## src/rtl/sfc_pkg.sv

```systemverilog
`timescale 1ns / 1ps
// ----------------------------------------------------------------------------
// Sphere frustum cull package
// Field widths, register indexes, reject codes and shared types for the
// sphere frustum cull unit.
// ----------------------------------------------------------------------------
package sfc_pkg;

  localparam int unsigned CELL_SIZE_DEF = 16;

  localparam int unsigned COORD_W = 13;
  localparam int unsigned CAM_W   = 21;
  localparam int unsigned AXIS_W  = 16;
  localparam int unsigned LIM_W   = 31;
  localparam int unsigned OFF_W   = 31;
  localparam int unsigned SLOPE_W = 16;

  localparam int unsigned CAM_REG_W  = 3 * CAM_W;
  localparam int unsigned AXIS_REG_W = 3 * AXIS_W;
  localparam int unsigned LIM_REG_W  = 2 * LIM_W;
  localparam int unsigned CONE_REG_W = OFF_W + SLOPE_W;
  localparam int unsigned CFG_W      = CAM_REG_W;
  localparam int unsigned CFG_IDX_W  = 3;

  localparam logic [CFG_IDX_W-1:0] REG_CAMERA  = 3'd0;
  localparam logic [CFG_IDX_W-1:0] REG_FRONT   = 3'd1;
  localparam logic [CFG_IDX_W-1:0] REG_UP      = 3'd2;
  localparam logic [CFG_IDX_W-1:0] REG_RIGHT   = 3'd3;
  localparam logic [CFG_IDX_W-1:0] REG_DEPTH   = 3'd4;
  localparam logic [CFG_IDX_W-1:0] REG_VCONE   = 3'd5;
  localparam logic [CFG_IDX_W-1:0] REG_HCONE   = 3'd6;

  typedef enum logic [1:0] {
    REASON_NONE  = 2'd0,
    REASON_DEPTH = 2'd1,
    REASON_VERT  = 2'd2,
    REASON_HORZ  = 2'd3
  } sfc_reason_e;

  typedef struct packed {
    logic en_mul;
    logic en_sum;
  } sfc_dot_ctrl_t;

endpackage

```

## src/rtl/sfc_dot3.sv

```systemverilog
`timescale 1ns / 1ps
// ----------------------------------------------------------------------------
// Three-term dot product
// Multiplies a position vector by a packed Q1.14 axis in one register stage
// and adds the three products in the next, with no rounding.
// ----------------------------------------------------------------------------
module sfc_dot3 import sfc_pkg::*; #(
  parameter int unsigned VW = 27,
  parameter int unsigned SW = VW + AXIS_W + 2
) (
  input  logic                  clk_i,
  input  sfc_dot_ctrl_t         ctrl_i,
  input  logic [2:0][VW-1:0]    vec_i,
  input  logic [AXIS_REG_W-1:0] axis_i,
  output logic signed [SW-1:0]  dot_o
);

  localparam int unsigned PW = VW + AXIS_W;

  logic signed [PW-1:0] prod_d [3];
  logic signed [PW-1:0] prod_q [3];
  logic signed [SW-1:0] dot_d;
  logic signed [SW-1:0] dot_q;

  always_comb begin
    for (int i = 0; i < 3; i++) begin
      prod_d[i] = $signed({{AXIS_W{vec_i[i][VW-1]}}, vec_i[i]}) *
                  $signed({{VW{axis_i[AXIS_W*i+AXIS_W-1]}},
                           axis_i[AXIS_W*i +: AXIS_W]});
    end
    dot_d = $signed({{2{prod_q[0][PW-1]}}, prod_q[0]}) +
            $signed({{2{prod_q[1][PW-1]}}, prod_q[1]}) +
            $signed({{2{prod_q[2][PW-1]}}, prod_q[2]});
  end

  always_ff @(posedge clk_i) begin
    if (ctrl_i.en_mul) begin
      prod_q <= prod_d;
    end
    if (ctrl_i.en_sum) begin
      dot_q <= dot_d;
    end
  end

  assign dot_o = dot_q;

endmodule

```

## config.mk

```make
export PLATFORM = sky130hd
export DESIGN_NAME = sfc_dot3
export DESIGN_NICKNAME = d
export VERILOG_FILES = /design/src/rtl/sfc_pkg.sv /design/src/rtl/sfc_dot3.sv
export SDC_FILE = /design/constraint.sdc
export NUM_CORES = 2
export LEC_CHECK = 0
export BUFFER_PORTS_ARGS = -buffer_cell sky130_fd_sc_hd__buf_2
export CAP_MARGIN = 20
export CORE_MARGIN = 5
export CORE_UTILIZATION = 65
export CTS_CLUSTER_SIZE = 20
export DETAILED_ROUTE_END_ITERATION = 7
export PLACE_DENSITY = 0.92
export SETUP_SLACK_MARGIN = 0.15
export SLEW_MARGIN = 5
export SYNTH_ARGS = -nofsm -noshare
export SYNTH_HDL_FRONTEND = slang
export SYNTH_SLANG_ARGS = --single-unit
```

## constraint.sdc

```tcl
create_clock -name clk_i -period 6.8 [get_ports clk_i]
set_input_delay 0 -clock clk_i [delete_from_list [all_inputs] [get_ports clk_i]]
set_output_delay 0 -clock clk_i [all_outputs]
set_load 0.05 [all_outputs]
```

Word level (Yosys, flattened, before mapping)
Cells that the tools add are included.
- output and inout bits: 45
- flip-flop bits (word level): 174
- input port bits: 132
- word-level logic and storage cells: 9
- add/subtract/negate cells: 2
- $mul: 3
- operator list (kind ; number):
    $mul A27 B16 Y43 ; 3
    $add A44 B43 Y45 ; 1
    $add A43 B43 Y44 ; 1

Depth between registers and ports, before layout
- depth after elaboration: 2
- gate-level depth with buffers: 25
- depth with buffers taken out: 24

Worst setup path before layout
No wires, ideal clock.
- kind: in2reg
- start point: input port axis_i[23]
- end point: register prod_q[82] (netlist name) (data pin)
- setup slack: 534 ps
- data required time: 6538 ps
- setup time: 262 ps
- data arrival time: 6003 ps
- path buffers: 2
- stages on the path: 23
- path through: clkbuf_1 > clkbuf_1 > nand2_1 > fa_1 > inv_1 > fa_1 > fa_1 > fa_1 > fa_1 > inv_1 > fa_1 > inv_1 > ha_1 > a21o_1 > a21o_1 > a21o_1 > a221oi_1 > a31oi_1 > o31ai_1 > a21oi_1 > a221oi_2 > mux2i_1 > nand3_1
- RTL lines (element ; line ; RTL):
    start: declaration ; sfc_dot3.sv:14 ; input logic [AXIS_REG_W-1:0] axis_i,
    end signal: assignment ; sfc_dot3.sv:38 ; prod_q <= prod_d;
    end: declaration ; sfc_dot3.sv:21 ; logic signed [PW-1:0] prod_q [3];

==> flow_results.org <==
** Setup path
- Data arrival time at the worst-slack endpoint :: 6780 ps
- CP dominant cell by count :: fa_1
- Cell chain of the critical path :: buf_2, buf_4, nand2_1, inv_1, fa_1, inv_1, fa_1, inv_1, fa_1, fa_1, fa_1, inv_1, fa_1, inv_1, ha_1, and3_1, nand2_1, nor2_1, a2111oi_0, o21ai_1, a221o_1, or4b_1, nand3_1
- Category of the worst setup path launch point :: input pin
- For this run, the slowest stage of the critical path takes 530 ps.
- Critical path's slowest cell :: fa_1
- The worst setup path is captured at a flop.
- STA puts the critical path data required time at 7130 ps.
- CP Buf/Inv Count :: 7
- The cell family contributing the most delay on the critical path is adder cells.
- Of all nets on the critical path, the largest fanout is 23.
- The worst setup path is of the in2reg kind.

** Clocking
- The later pin in the worst-skew pair is clocked with a latency of 460 ps.
- Setup bufs post-CTS :: 0
- Clock root buffer :: clkbuf_16
- Buffers inserted during clock tree synthesis total 17.
- TritonCTS built the clock tree.
- Clock Pin Slew Worst Setup and Hold Paths :: 80 ps
- For this design, the sink count on the clock tree is 174.
- The clock tree synthesis step divided the H-tree into 4 levels.
- Number of buffers on the longest clock path :: 2

** Floorplan
- Initial cell density of the core :: 0.6551
- The die is 297.7 microns wide.
- The die covers 88,600 sq um.
- Floorplan die height :: 297.7 microns
- Number of top-level design ports :: 177
- Area of the core region :: 82,110 sq um
- Row cnt :: 105

** Job
- Across the run, the number of max-cap violations was 0.

** Synthesis
- Share of Yosys cell area claimed by the top area cell type :: 0.4809
- Of the synthesized area, sequential elements account for 0.09714.
- Syn avg cell area :: 9.518 sq um
- Async set-or-reset flop fraction in the synthesized netlist :: 0
- Net Count, Synth :: 7,430
- After synthesis, the netlist uses 73 different library cells.
- Synthesis handed over a netlist of 5,651 instances.
- Ranked by total cell area, the synthesized netlist is headed by fa_1 (48%), inv_1 (10%), edfxtp_1 (9.7%).
- Yosys top cell by area :: fa_1
- The synthesized netlist occupies a cell area of 53,790 sq um.
- For this run, the number of Yosys warnings is 0.
- Combinational family with the most area after synthesis :: adder cells
- The portion of synthesized area spent on multiplexers is 0.0003722.
- Of the total synthesized cell area, the portion taken by AND, OR, NAND and NOR gates is 0.1444.
- Share of the synthesized netlist area taken by xor and xnor gates :: 0.02654
- Complex-gate fraction of the synthesized area :: 0.05297
- Synthesized flop and latch total :: 174
- In the synthesized netlist the dominant register cell turns out to be edfxtp_1.
- Number of enable-type register cells in the synthesized netlist :: 174
- Synth Area in Adders :: 0.5635

** Cells and area
- In the final layout, the share of cells above drive strength 1 is 0.04908.
- Layout Cells excl Fill :: 6,780
- The finished cells cover 56,320 sq um.
- Number of nets in the final layout :: 7,471
- Layout overhead on the synthesized area :: 4.701%

** Min path
- The worst hold path belongs to the class in2reg.

** Timing
- The number of pins exceeding their max-slew limit in the final report is 0.
- In the final timing run, aggregate negative setup slack is 0 ps.
- Headroom to the max-slew limit :: 0.3711
- Transition time of the tightest slew-check pin :: 943.4 ps
- Setup violations remaining at the end of the flow were counted as 0.
- Derived from the worst setup path, the maximum achievable clock frequency is 0.1551 GHz.
- The smallest clock period supported by the final layout is computed as 6448 ps.
- Period utilization :: 0.9483
- The final-report hold violation count is 0.
- Clock skew on the completed layout was measured at 19.84 ps.
- Final worst slack :: 351.6 ps
- Setup repair after global routing missed its margin :: false

** Route
- The detail route stage leaves a number of antenna-violating nets equal to 0.
- Detailed Routing Iterations Pass 1 :: 7
- Number of vias after detailed routing :: 39,790
- For this run, design rule violations remaining after detail routing come to 0.
- Iteration-0 DRC count of the detailed router :: 3,571
- Via/cell ratio :: 5.869
- Dividing the detail-routed wire length by the instance count gives 19.70 microns.
- Final wirelength :: 133,600 microns

** Global routing
- For this run the aggregate overflow at the end of global routing stands at 0.
- The first global-routing pass estimated 221,600 microns of wire.
- All-Layer GR Usage :: 0.3112
- The initial antenna violation count is 6.
- Number of global-route vias before repair :: 44,740
- Maximum number of pins on one net before global-route repair :: 66

** Placement
- After detailed placement, the total cell area comes to 55,620 sq um.
- The count of buffers added on input and output ports is 176.
- In this run, placement finished with an instance count of 6,741.
- At the placement stage, the worst setup path has a slack of 0.5556 ps.
- DPL Wire Length :: 109,200 microns
- GP Congestion :: 0.9652

** Status
- The run finished with clean final reports.
==> flip-flops by register name, indices dropped and copies added, names as in the netlist <==
register  flops
dot_o        45
prod_q      129
==> what timing repair did <==
action	in CTS	in global routing
resized for setup	0	3
endpoints found under the setup margin	0	3
hold buffers	0	1
hold endpoints to repair	0	10
==> tightest hold or removal path, cell delays in order <==
cell and delay, ps:
buf_2 90, buf_4 200, and2_1 170
==> logic make-up (layout without fill, tap and decap cells) <==
| group | after synthesis | after routing |
|---|---|---|
| other | 0 | 5 |
| AOI/OAI and AO/OA | 425 | 425 |
| and+or+nand+nor | 1591 | 1591 |
| adders and majority gates | 1647 | 1647 |
| xor gates and xnor gates | 163 | 163 |
| DFF | 174 | 174 |
| muxes | 2 | 2 |
| buffers and inverters | 1649 | 1703 |
==> cell usage in the layout, fill, tap and decap left out, types with 45 or more instances in the layout <==
cell / count
edfxtp_1: 174
ha_1: 355
a21o_1: 85
nor2_1: 127
xnor2_1: 118
inv_1: 1440
o21ai_0: 63
buf_2: 172
xor2_1: 45
fa_1: 1292
and2_1: 540
a21oi_1: 116
nand2_1: 743
buf_4: 54
==> final cells by class <==
| cell class | count | area (sq um) |
|---|---|---|
| Antenna cell | 5 | 12.51 |
| Clock buffer | 17 | 425.4 |
| Clock inverter | 15 | 217.7 |
| Fill cell | 5376 | 25790 |
| Inverter | 1440 | 5405 |
| Multi-Input combinational cell | 3828 | 42370 |
| Sequential cell | 174 | 5225 |
| Tap cell | 1070 | 1339 |
| Timing Repair Buffer | 231 | 1319 |
==> routing by layer <==
metal	up-vias	wire length [microns]	GRT usage
met5	-	13	0
met4	2	8931	0.1648
met3	710	14450	0.07725
met2	2503	64220	0.5114
met1	19840	45940	0.3841
li1	16730	-	-
==> metrics by stage <==
step | utilization | hold slack (ps)
global route | 0.6858 | 122.2
global placement | 0.6774 | 542.9
detailed placement | 0.6774 | 542.4
floorplan | - | 112.5
finish | 0.6859 | 130.4
CTS | 0.6852 | 111.7
==> synthesized netlist by cell type, types with 3 or more instances <==
cell type / count
a21o_1: 85
nand4_1: 13
inv_1: 1440
a221oi_1: 3
ha_1: 355
o21ai_0: 63
xor2_1: 45
a21oi_1: 116
nand2_1: 743
o21bai_1: 19
nor4_1: 4
o21ai_1: 5
edfxtp_1: 174
or4b_1: 3
nor2b_1: 13
nor3b_1: 3
nand3_1: 23
o31ai_1: 4
a221o_1: 4
o211ai_1: 14
a211o_1: 5
and4_1: 7
and3_1: 19
nand3b_1: 4
nand2b_1: 36
and2_1: 540
a41o_1: 3
o221ai_1: 3
or4_1: 3
o21a_1: 31
a311oi_1: 3
fa_1: 1292
a31oi_1: 11
a21boi_0: 6
a211oi_1: 15
or2_2: 4
clkbuf_1: 208
a2111oi_0: 3
or3_1: 5
nor2_1: 127
nand4b_1: 3
nor3_1: 36
xnor2_1: 118
==> final timing paths <==
kind	startpoint	end	slack, ps	cells past startpoint
min reg2reg	prod_q[1]	dot_o[1]	760	2
max	axis_i[2]	prod_q[125]	350	23
max reg2reg	prod_q[87]	dot_o[35]	2240	14
min	vec_i[27]	prod_q[43]	130	3
Power is not shown: default switching activity piles up to over one toggle a cycle in this logic, so the estimate is an artifact.
